`config.mk`:
```
export PLATFORM = sky130hd
export DESIGN_NAME = led_matrix_pixel_plotter_flat
export DESIGN_NICKNAME = d
export VERILOG_FILES = /design/src/lmpp_pkg.sv /design/src/lmpp_ifs.sv /design/src/lmpp_ram.sv /design/src/lmpp_decode.sv /design/src/lmpp_outq.sv /design/src/led_matrix_pixel_plotter.sv /design/src/flat_wrapper.sv
export SDC_FILE = /design/constraint.sdc
export NUM_CORES = 1
export LEC_CHECK = 0
export ABC_AREA = 1
export BUFFER_PORTS_ARGS = -buffer_cell sky130_fd_sc_hd__buf_2
export CAP_MARGIN = 10
export CORE_AREA = 2 2 314 316
export CTS_BUF_LIST = sky130_fd_sc_hd__clkbuf_2 sky130_fd_sc_hd__clkbuf_4 sky130_fd_sc_hd__clkbuf_8
export DETAILED_ROUTE_END_ITERATION = 10
export DIE_AREA = 0 0 316 318
export PLACE_DENSITY = 0.66
export SLEW_MARGIN = 20
export SYNTH_ARGS = -nofsm -noshare
export SYNTH_HDL_FRONTEND = slang
export SYNTH_SLANG_ARGS = --single-unit
```
`constraint.sdc`:
```
create_clock -name clk -period 12.9 [get_ports clk]
set_input_delay 1.29 -clock clk [delete_from_list [all_inputs] [get_ports clk]]
set_output_delay 1.29 -clock clk [all_outputs]
set_load 0.02 [all_outputs]
```
`src/lmpp_pkg.sv`:
```
// Package for the LED matrix pixel plotter.
// Holds field widths, coordinate limits, shadow store geometry and shared types.
// Has no dependencies.
package lmpp_pkg;

	// Field widths of the plot and write transactions.
	localparam int X_W     = 6;
	localparam int Y_W     = 5;
	localparam int COL_W   = 2;
	localparam int CHIP_W  = 2;
	localparam int WADDR_W = 6;
	localparam int LADDR_W = 5;
	localparam int NIB_W   = 4;

	// Largest column and row that are plotted; anything beyond is dropped.
	localparam logic [X_W-1:0] COLUMN_LIMIT = 6'd31;
	localparam logic [Y_W-1:0] ROW_LIMIT    = 5'd15;

	// Shadow store: four chips of 64 nibbles each.
	localparam int MEM_DEPTH = 256;
	localparam int MEM_AW    = 8;

	// Decoded plot position, handed from the decoder to the sequencer.
	typedef struct packed {
		logic              in_range;
		logic [CHIP_W-1:0] chip;
		logic [LADDR_W-1:0] addr;
		logic [NIB_W-1:0]  mask;
	} plot_dec_t;

	// One chip RAM write as it goes out.
	typedef struct packed {
		logic [CHIP_W-1:0]  chip_index;
		logic [WADDR_W-1:0] word_address;
		logic [NIB_W-1:0]   nibble;
		logic               last_write;
	} wr_item_t;

endpackage

```
`src/lmpp_ifs.sv`:
```
// Handshake interfaces for the LED matrix pixel plotter.
// lmpp_plot_if carries plot requests, lmpp_wr_if carries chip RAM writes.
// Depends on lmpp_pkg.
interface lmpp_plot_if;
	import lmpp_pkg::*;

	logic             valid;
	logic             ready;
	logic [X_W-1:0]   x_coord;
	logic [Y_W-1:0]   y_coord;
	logic [COL_W-1:0] colour;

	modport source (output valid, x_coord, y_coord, colour, input ready);
	modport sink (input valid, x_coord, y_coord, colour, output ready);
endinterface

interface lmpp_wr_if;
	import lmpp_pkg::*;

	logic               valid;
	logic               ready;
	logic [CHIP_W-1:0]  chip_index;
	logic [WADDR_W-1:0] word_address;
	logic [NIB_W-1:0]   nibble;
	logic               last_write;

	modport source (output valid, chip_index, word_address, nibble, last_write, input ready);
	modport sink (input valid, chip_index, word_address, nibble, last_write, output ready);
endinterface

```
`src/lmpp_ram.sv`:
```
// Generic simple dual-port RAM with one write port and one registered read port.
// Has no dependencies.
module lmpp_ram #(
	parameter int WIDTH = 4,
	parameter int DEPTH = 256
) (
	input  logic                     clk,
	input  logic                     we,
	input  logic [$clog2(DEPTH)-1:0] waddr,
	input  logic [WIDTH-1:0]         wdata,
	input  logic [$clog2(DEPTH)-1:0] raddr,
	output logic [WIDTH-1:0]         rdata
);

	logic [WIDTH-1:0] mem [DEPTH];

	// Write port and registered read port.
	always_ff @(posedge clk) begin
		if (we) begin
			mem[waddr] <= wdata;
		end
		rdata <= mem[raddr];
	end

endmodule

```
`src/lmpp_decode.sv`:
```
// Plot decoder: range check, chip select, nibble address and bit mask.
// Depends on lmpp_pkg.
module lmpp_decode (
	input  logic [lmpp_pkg::X_W-1:0] x_coord,
	input  logic [lmpp_pkg::Y_W-1:0] y_coord,
	output lmpp_pkg::plot_dec_t      dec
);
	import lmpp_pkg::*;

	// Chips sit 2x2; each chip holds 16 columns of two nibbles, four rows per nibble.
	always_comb begin
		dec.in_range = (x_coord <= COLUMN_LIMIT) && (y_coord <= ROW_LIMIT);
		dec.chip     = {y_coord[3], x_coord[4]};
		dec.addr     = {x_coord[3:0], y_coord[2]};
		dec.mask     = 4'b1000 >> y_coord[1:0];
	end

endmodule

```
`src/lmpp_outq.sv`:
```
// Two-entry output queue that decouples the sequencer from the write channel.
// Depends on lmpp_pkg and lmpp_wr_if.
module lmpp_outq (
	input  logic                clk,
	input  logic                arst_n,
	input  logic                push,
	input  lmpp_pkg::wr_item_t  push_item,
	output logic                space,
	lmpp_wr_if.source           wr
);
	import lmpp_pkg::*;

	wr_item_t   entry_q [2];
	logic       wptr_q;
	logic       rptr_q;
	logic [1:0] count_q;
	logic       pop;

	assign space = (count_q != 2'd2);
	assign pop   = wr.valid && wr.ready;

	// Head entry drives the channel.
	always_comb begin
		wr.valid        = (count_q != 2'd0);
		wr.chip_index   = entry_q[rptr_q].chip_index;
		wr.word_address = entry_q[rptr_q].word_address;
		wr.nibble       = entry_q[rptr_q].nibble;
		wr.last_write   = entry_q[rptr_q].last_write;
	end

	// Entry storage carries no reset.
	always_ff @(posedge clk) begin
		if (push) begin
			entry_q[wptr_q] <= push_item;
		end
	end

	// Pointers and fill count.
	always_ff @(posedge clk or negedge arst_n) begin
		if (!arst_n) begin
			wptr_q  <= 1'b0;
			rptr_q  <= 1'b0;
			count_q <= 2'd0;
		end else begin
			if (push) begin
				wptr_q <= ~wptr_q;
			end
			if (pop) begin
				rptr_q <= ~rptr_q;
			end
			if (push && !pop) begin
				count_q <= count_q + 2'd1;
			end else if (pop && !push) begin
				count_q <= count_q - 2'd1;
			end
		end
	end

endmodule

```
`src/led_matrix_pixel_plotter.sv`:
```
// Channel   Dir  Payload                                        Transaction
// plot      in   x_coord[6], y_coord[5], colour[2]              valid && ready
// wr        out  chip_index[2], word_address[6], nibble[4],     valid && ready
//                last_write[1]
//
// A plot in range does a green read-modify-write, then a red one, both
// through the single write port and single read port of the shadow RAM.
// A new plot is taken in the cycle the red write of the previous one retires.
// After reset the shadow RAM is cleared one entry a cycle, with plot ready held
// low. A full two-entry output queue stalls the sequencer in place.
// Out-of-range plots are taken and give no write.
//
// Top level of the LED matrix pixel plotter.
// Depends on lmpp_pkg, lmpp_ifs, lmpp_ram, lmpp_decode and lmpp_outq.
module led_matrix_pixel_plotter (
	input  logic        clk,
	input  logic        arst_n,
	lmpp_plot_if.sink   plot,
	lmpp_wr_if.source   wr
);
	import lmpp_pkg::*;

	localparam logic [1:0] ST_CLEAR = 2'd0;
	localparam logic [1:0] ST_IDLE  = 2'd1;
	localparam logic [1:0] ST_GREEN = 2'd2;
	localparam logic [1:0] ST_RED   = 2'd3;

	logic [1:0]         state_q;
	logic [1:0]         state_nxt;
	logic [MEM_AW-1:0]  clr_q;
	plot_dec_t          dec;
	logic [CHIP_W-1:0]  chip_q;
	logic [LADDR_W-1:0] addr_q;
	logic [NIB_W-1:0]   mask_q;
	logic [COL_W-1:0]   colour_q;
	logic               space;
	logic               accept;
	logic               advance;
	logic               set_bit;
	logic [NIB_W-1:0]   new_nib;
	logic               ram_we;
	logic [MEM_AW-1:0]  ram_waddr;
	logic [NIB_W-1:0]   ram_wdata;
	logic [MEM_AW-1:0]  ram_raddr;
	logic [NIB_W-1:0]   ram_rdata;
	logic               push;
	wr_item_t           push_item;
	logic [MEM_AW-1:0]  green_idx_q;
	logic [MEM_AW-1:0]  red_idx_q;
	logic [MEM_AW-1:0]  green_idx_in;

	lmpp_decode u_decode (
		.x_coord (plot.x_coord),
		.y_coord (plot.y_coord),
		.dec     (dec)
	);

	lmpp_ram #(
		.WIDTH (NIB_W),
		.DEPTH (MEM_DEPTH)
	) u_shadow (
		.clk   (clk),
		.we    (ram_we),
		.waddr (ram_waddr),
		.wdata (ram_wdata),
		.raddr (ram_raddr),
		.rdata (ram_rdata)
	);

	lmpp_outq u_outq (
		.clk       (clk),
		.arst_n    (arst_n),
		.push      (push),
		.push_item (push_item),
		.space     (space),
		.wr        (wr)
	);

	// Handshake: a plot enters when idle or as the red write retires.
	assign plot.ready = (state_q == ST_IDLE) || ((state_q == ST_RED) && space);
	assign accept     = plot.valid && plot.ready;
	assign advance    = ((state_q == ST_GREEN) || (state_q == ST_RED)) && space;

	// Shadow RAM indexes: chip, plane bit, nibble address.
	assign green_idx_in = {dec.chip, 1'b0, dec.addr};
	assign green_idx_q  = {chip_q, 1'b0, addr_q};
	assign red_idx_q    = {chip_q, 1'b1, addr_q};

	// Modify the nibble read from the shadow RAM for the current plane.
	always_comb begin
		set_bit = (state_q == ST_GREEN) ? colour_q[0] : colour_q[1];
		new_nib = set_bit ? (ram_rdata | mask_q) : (ram_rdata & ~mask_q);
	end

	// Read address: held while stalled so the registered data stays put.
	always_comb begin
		case (state_q)
			ST_GREEN: ram_raddr = advance ? red_idx_q : green_idx_q;
			ST_RED:   ram_raddr = advance ? green_idx_in : red_idx_q;
			default:  ram_raddr = green_idx_in;
		endcase
	end

	// Write port: clearing sweep, then write-back of each plane.
	always_comb begin
		case (state_q)
			ST_CLEAR: begin
				ram_we    = 1'b1;
				ram_waddr = clr_q;
				ram_wdata = '0;
			end
			ST_GREEN: begin
				ram_we    = advance;
				ram_waddr = green_idx_q;
				ram_wdata = new_nib;
			end
			ST_RED: begin
				ram_we    = advance;
				ram_waddr = red_idx_q;
				ram_wdata = new_nib;
			end
			default: begin
				ram_we    = 1'b0;
				ram_waddr = clr_q;
				ram_wdata = new_nib;
			end
		endcase
	end

	// Result transaction pushed with each write-back.
	always_comb begin
		push                   = advance;
		push_item.chip_index   = chip_q;
		push_item.word_address = {(state_q == ST_RED), addr_q};
		push_item.nibble       = new_nib;
		push_item.last_write   = (state_q == ST_RED);
	end

	// Next state of the sequencer.
	always_comb begin
		state_nxt = state_q;
		case (state_q)
			ST_CLEAR: begin
				if (clr_q == MEM_AW'(MEM_DEPTH - 1)) begin
					state_nxt = ST_IDLE;
				end
			end
			ST_IDLE: begin
				if (accept && dec.in_range) begin
					state_nxt = ST_GREEN;
				end
			end
			ST_GREEN: begin
				if (advance) begin
					state_nxt = ST_RED;
				end
			end
			ST_RED: begin
				if (advance) begin
					state_nxt = (accept && dec.in_range) ? ST_GREEN : ST_IDLE;
				end
			end
			default: state_nxt = ST_IDLE;
		endcase
	end

	// Control state.
	always_ff @(posedge clk or negedge arst_n) begin
		if (!arst_n) begin
			state_q <= ST_CLEAR;
			clr_q   <= '0;
		end else begin
			state_q <= state_nxt;
			if (state_q == ST_CLEAR) begin
				clr_q <= clr_q + 1'b1;
			end
		end
	end

	// Plot held for its two write-backs.
	always_ff @(posedge clk) begin
		if (accept) begin
			chip_q   <= dec.chip;
			addr_q   <= dec.addr;
			mask_q   <= dec.mask;
			colour_q <= plot.colour;
		end
	end

`ifndef ASSERT_OFF
	// Nothing is taken or sent while the shadow RAM is being cleared.
	assert property (@(posedge clk) disable iff (!arst_n)
		(state_q == ST_CLEAR) |-> (!plot.ready && !wr.valid))
		else $error("plot taken or write sent during clear sweep");

	// A write-back never targets the entry read in the same cycle.
	assert property (@(posedge clk) disable iff (!arst_n)
		(ram_we && (state_q != ST_CLEAR)) |-> (ram_waddr != ram_raddr))
		else $error("shadow RAM read and write collide on one entry");

	// The green write of a plot is always followed by its red write.
	assert property (@(posedge clk) disable iff (!arst_n)
		(push && !push_item.last_write) |=> (state_q == ST_RED))
		else $error("green write not followed by red write");

	// An out-of-range plot leaves the sequencer idle.
	assert property (@(posedge clk) disable iff (!arst_n)
		(accept && !dec.in_range) |=> (state_q == ST_IDLE))
		else $error("dropped plot started a write-back");
`endif

endmodule
```
`src/flat_wrapper.sv`:
```
// flat-port wrapper written by rule: the top's interface ports become plain ports
module led_matrix_pixel_plotter_flat import lmpp_pkg::*;
  (clk, arst_n, plot_valid, plot_x_coord, plot_y_coord, plot_colour, plot_ready, wr_valid, wr_chip_index, wr_word_address, wr_nibble, wr_last_write, wr_ready);
  lmpp_plot_if plot_i ();
  lmpp_wr_if wr_i ();
  input  logic clk;
  input  logic arst_n;
  input wire logic [$bits(plot_i.valid)-1:0] plot_valid;
  input wire logic [$bits(plot_i.x_coord)-1:0] plot_x_coord;
  input wire logic [$bits(plot_i.y_coord)-1:0] plot_y_coord;
  input wire logic [$bits(plot_i.colour)-1:0] plot_colour;
  output wire logic [$bits(plot_i.ready)-1:0] plot_ready;
  output wire logic [$bits(wr_i.valid)-1:0] wr_valid;
  output wire logic [$bits(wr_i.chip_index)-1:0] wr_chip_index;
  output wire logic [$bits(wr_i.word_address)-1:0] wr_word_address;
  output wire logic [$bits(wr_i.nibble)-1:0] wr_nibble;
  output wire logic [$bits(wr_i.last_write)-1:0] wr_last_write;
  input wire logic [$bits(wr_i.ready)-1:0] wr_ready;
  assign plot_i.valid = plot_valid;
  assign plot_i.x_coord = plot_x_coord;
  assign plot_i.y_coord = plot_y_coord;
  assign plot_i.colour = plot_colour;
  assign plot_ready = plot_i.ready;
  assign wr_valid = wr_i.valid;
  assign wr_chip_index = wr_i.chip_index;
  assign wr_word_address = wr_i.word_address;
  assign wr_nibble = wr_i.nibble;
  assign wr_last_write = wr_i.last_write;
  assign wr_i.ready = wr_ready;
  led_matrix_pixel_plotter u_core (.clk(clk), .arst_n(arst_n), .plot(plot_i), .wr(wr_i));
endmodule
```
==> metrics <==
Residual DRC 0; Antenna Nets Post-Route 0; Routed wire per std cell 21.4 um; largest net degree at the start of global routing 199; layout cells sized above 1 8.60%; die height 318 um; crit end category flip-flop; hold buffer count at cts 0; LEAKAGE 0.0196 uW; Resize count post-CTS 0; Synth area leader edfxtp_1; PD cells 203 nW/um^2; post-layout min period 5.62 ns; RSZ-0062 raised after global routing false; Mapped Nets 4,423; outcome finished, final reports clean; critical path arrival 6.39 ns; Worst slew margin 20.3%; first-pass GRT wire length 189,000 um; flops & latches, synth 1,079; Pins Over Slew Limit 0; DR vias 32,253; clk_skew 0.0358 ns; Slew @ Worst Pin 1.20 ns; post-route total power 10,600 uW; die area 100,000 sq um; Syn Std Cell Area 48,100 sq um; Clock Latency Late Sink 0.83 ns; final setup fails 0; GPL Wtd Cong 0.857; Initial Util 49.4%; number of top-level pins 32; endpoints failing hold 0; nets@finish 4,373; worst hold-check path type in2async; pre-CTS WS 6.78 ns; Die X 316 um; Max Cap Violations 0; sequential cell area fraction in the yosys report 67.1%; Root Driver clkbuf_8; area grow syn2layout 8.07%; maximum VDD drop 0.210 mV; vias in the first global route 31,364; gr usage total 24.6%; setup ws final 7.28 ns; # port buffers 31; clock sink count 1,079; final core occ 53.4%; clk buf depth 3; Core Region 97,400 sq um; mean post-synth cell area 10.9 sq um; H-tree levels 4; setup TNS 0 ns; CTS tree done; Critical Path Fanout Max 179; Primary FF master, synth edfxtp_1; YS warnings 0; grt total ovfl 0; area share of the largest cell type after synthesis 66.2%; DRT iter0 DRCs 3,505; Cell variety after synth 34; number of antenna violations at the first check in global routing 6; WL final 124,000 um; Post-Syn Instances 4,404; clock-pin transition on the worst setup and hold timing paths 0.06 ns; Async SR Flop Fraction 1.30%; crit share post-route 43.6%; total iterations of the first detailed-routing run 6; largest cells by area after synthesis edfxtp_1, nand3_1, nand2_1; postcts setup bufs 0; Worst Setup Path Type reg2reg; vias per inst 5.58; row cnt 115; clock buffers created by TritonCTS 175; CP Launch Type flip-flop; WP data required 13.67 ns; hpwl dp 66,300 um; number of synthesized flops with an enable pin 1,061; Fmax 0.178 GHz
## state kept, by name, summed over array words and instances (netlist names)
name                   cells
u_core.u_shadow.mem     1024
u_core.u_outq.entry_q     24
u_core.clr_q               8
u_core.addr_q              5
u_core.mask_q              4
u_core.u_shadow.rdata      4
u_core.chip_q              2
u_core.colour_q            2
u_core.state_q             2
u_core.u_outq.count_q      2
u_core.u_outq.rptr_q       1
u_core.u_outq.wptr_q       1
## path summary, 6_finish.rpt
check | from | to | slack, ns | depth (start not counted)
max | u_core.state_q[1]$_DFFE_PN0P_ | u_core.u_shadow.rdata[3]$_DFF_P_ | 7.28 | 15
min | arst_n | u_core.u_outq.rptr_q$_DFFE_PN0P_ | 0.39 | 1
max reg2reg | u_core.state_q[1]$_DFFE_PN0P_ | u_core.u_shadow.rdata[3]$_DFF_P_ | 7.28 | 15
min reg2reg | u_core.clr_q[7]$_DFFE_PN0P_ | u_core.clr_q[7]$_DFFE_PN0P_ | 0.50 | 1
max in group asynchronous | arst_n | u_core.clr_q[4]$_DFFE_PN0P_ | 12.22 | 1
min in group clk | u_core.clr_q[7]$_DFFE_PN0P_ | u_core.clr_q[7]$_DFFE_PN0P_ | 0.50 | 1
## logic make-up (layout without fill, tap and decap cells)
| group | Yosys count | count (layout) | share of synthesized area (%) |
|---|---|---|---|
| and+or+nand+nor | 2516 | 2516 | 24.5 |
| AOI/OAI and AO/OA | 71 | 71 | 1.16 |
| xor gates and xnor gates | 10 | 10 | 0.182 |
| DFF | 1079 | 1079 | 67.1 |
| buffers and inverters | 725 | 808 | 6.94 |
| adders and majority gates | 2 | 2 | 0.0520 |
| muxes | 1 | 1 | 0.0208 |
| other | 0 | 1 | 0 |
## stage by stage
step	hold slack, ns	std cells	instance area [sq um]
after detailed placement	0.485	5462	48600
after CTS	0.346	5772	51900
after global routing	0.370	5775	52000
final	0.389	5775	52000
after floorplan	0.445	4404	48100
after global placement	0.471	5462	48600
## power by group
part,switching (uW),internal (uW)
Sequential,65.6,4510
Combinational,2490,680
Clock,1340,1500
## layer usage
layer | track usage, % | routed length (um) | up-vias
met5 | 0 | 57 | -
met4 | 10.0 | 4500 | 8
met3 | 5.00 | 9700 | 261
met2 | 39.1 | 58800 | 1331
met1 | 33.0 | 50800 | 15588
li1 | - | - | 15065
## area by class of cell
cell class	instances	area [sq um]
Clock inverter	63	338
Timing Repair Buffer	79	627
Fill cell	8443	45400
Inverter	419	1580
Multi-Input combinational cell	2600	12600
Antenna cell	1	2.50
Tap cell	1287	1610
Clock buffer	247	2970
Sequential cell	1079	32300
## worst max-delay path, stage by stage, from the launching register on
cell,delay (ns)
dfrtp_1,0.60
nand2_4,0.26
nand3_4,0.70
nand2_8,1.01
buf_4,0.74
buf_12,0.63
nand2_1,0.11
nand2_1,0.09
nand2_1,0.06
nand3_1,0.13
nand3_1,0.16
nand3_1,0.19
nand3_1,0.20
nand3_1,0.26
nand3_1,0.10
nand2_1,0.08
## cell usage after synthesis (6+ instances only)
library cell,instances
nand3b_1,277
nor3_1,7
o211ai_2,10
buf_1,6
inv_1,416
nand3_1,986
clkbuf_1,26
buf_4,22
xor2_1,8
buf_6,35
o211ai_1,46
buf_2,216
nor2_1,279
edfxtp_1,1061
nand2_1,956
dfrtp_1,14
## layout by cell type, fill, tap and decap left out, types with 5 or more instances in the layout
cell type / Yosys / final
inv_6: 0 / 5
clkinv_2: 0 / 12
nand2_1: 956 / 955
buf_4: 22 / 39
nand3b_1: 277 / 277
o211ai_1: 46 / 46
buf_12: 0 / 7
buf_2: 216 / 31
nor3_1: 7 / 7
edfxtp_1: 1061 / 1061
xor2_1: 8 / 8
clkbuf_4: 1 / 68
dfrtp_1: 14 / 14
nand3_1: 986 / 986
inv_1: 416 / 414
clkbuf_8: 0 / 179
o211ai_2: 10 / 10
clkinv_1: 0 / 39
nor2_1: 279 / 278
Note: power is estimated with default switching activity, not from simulation.
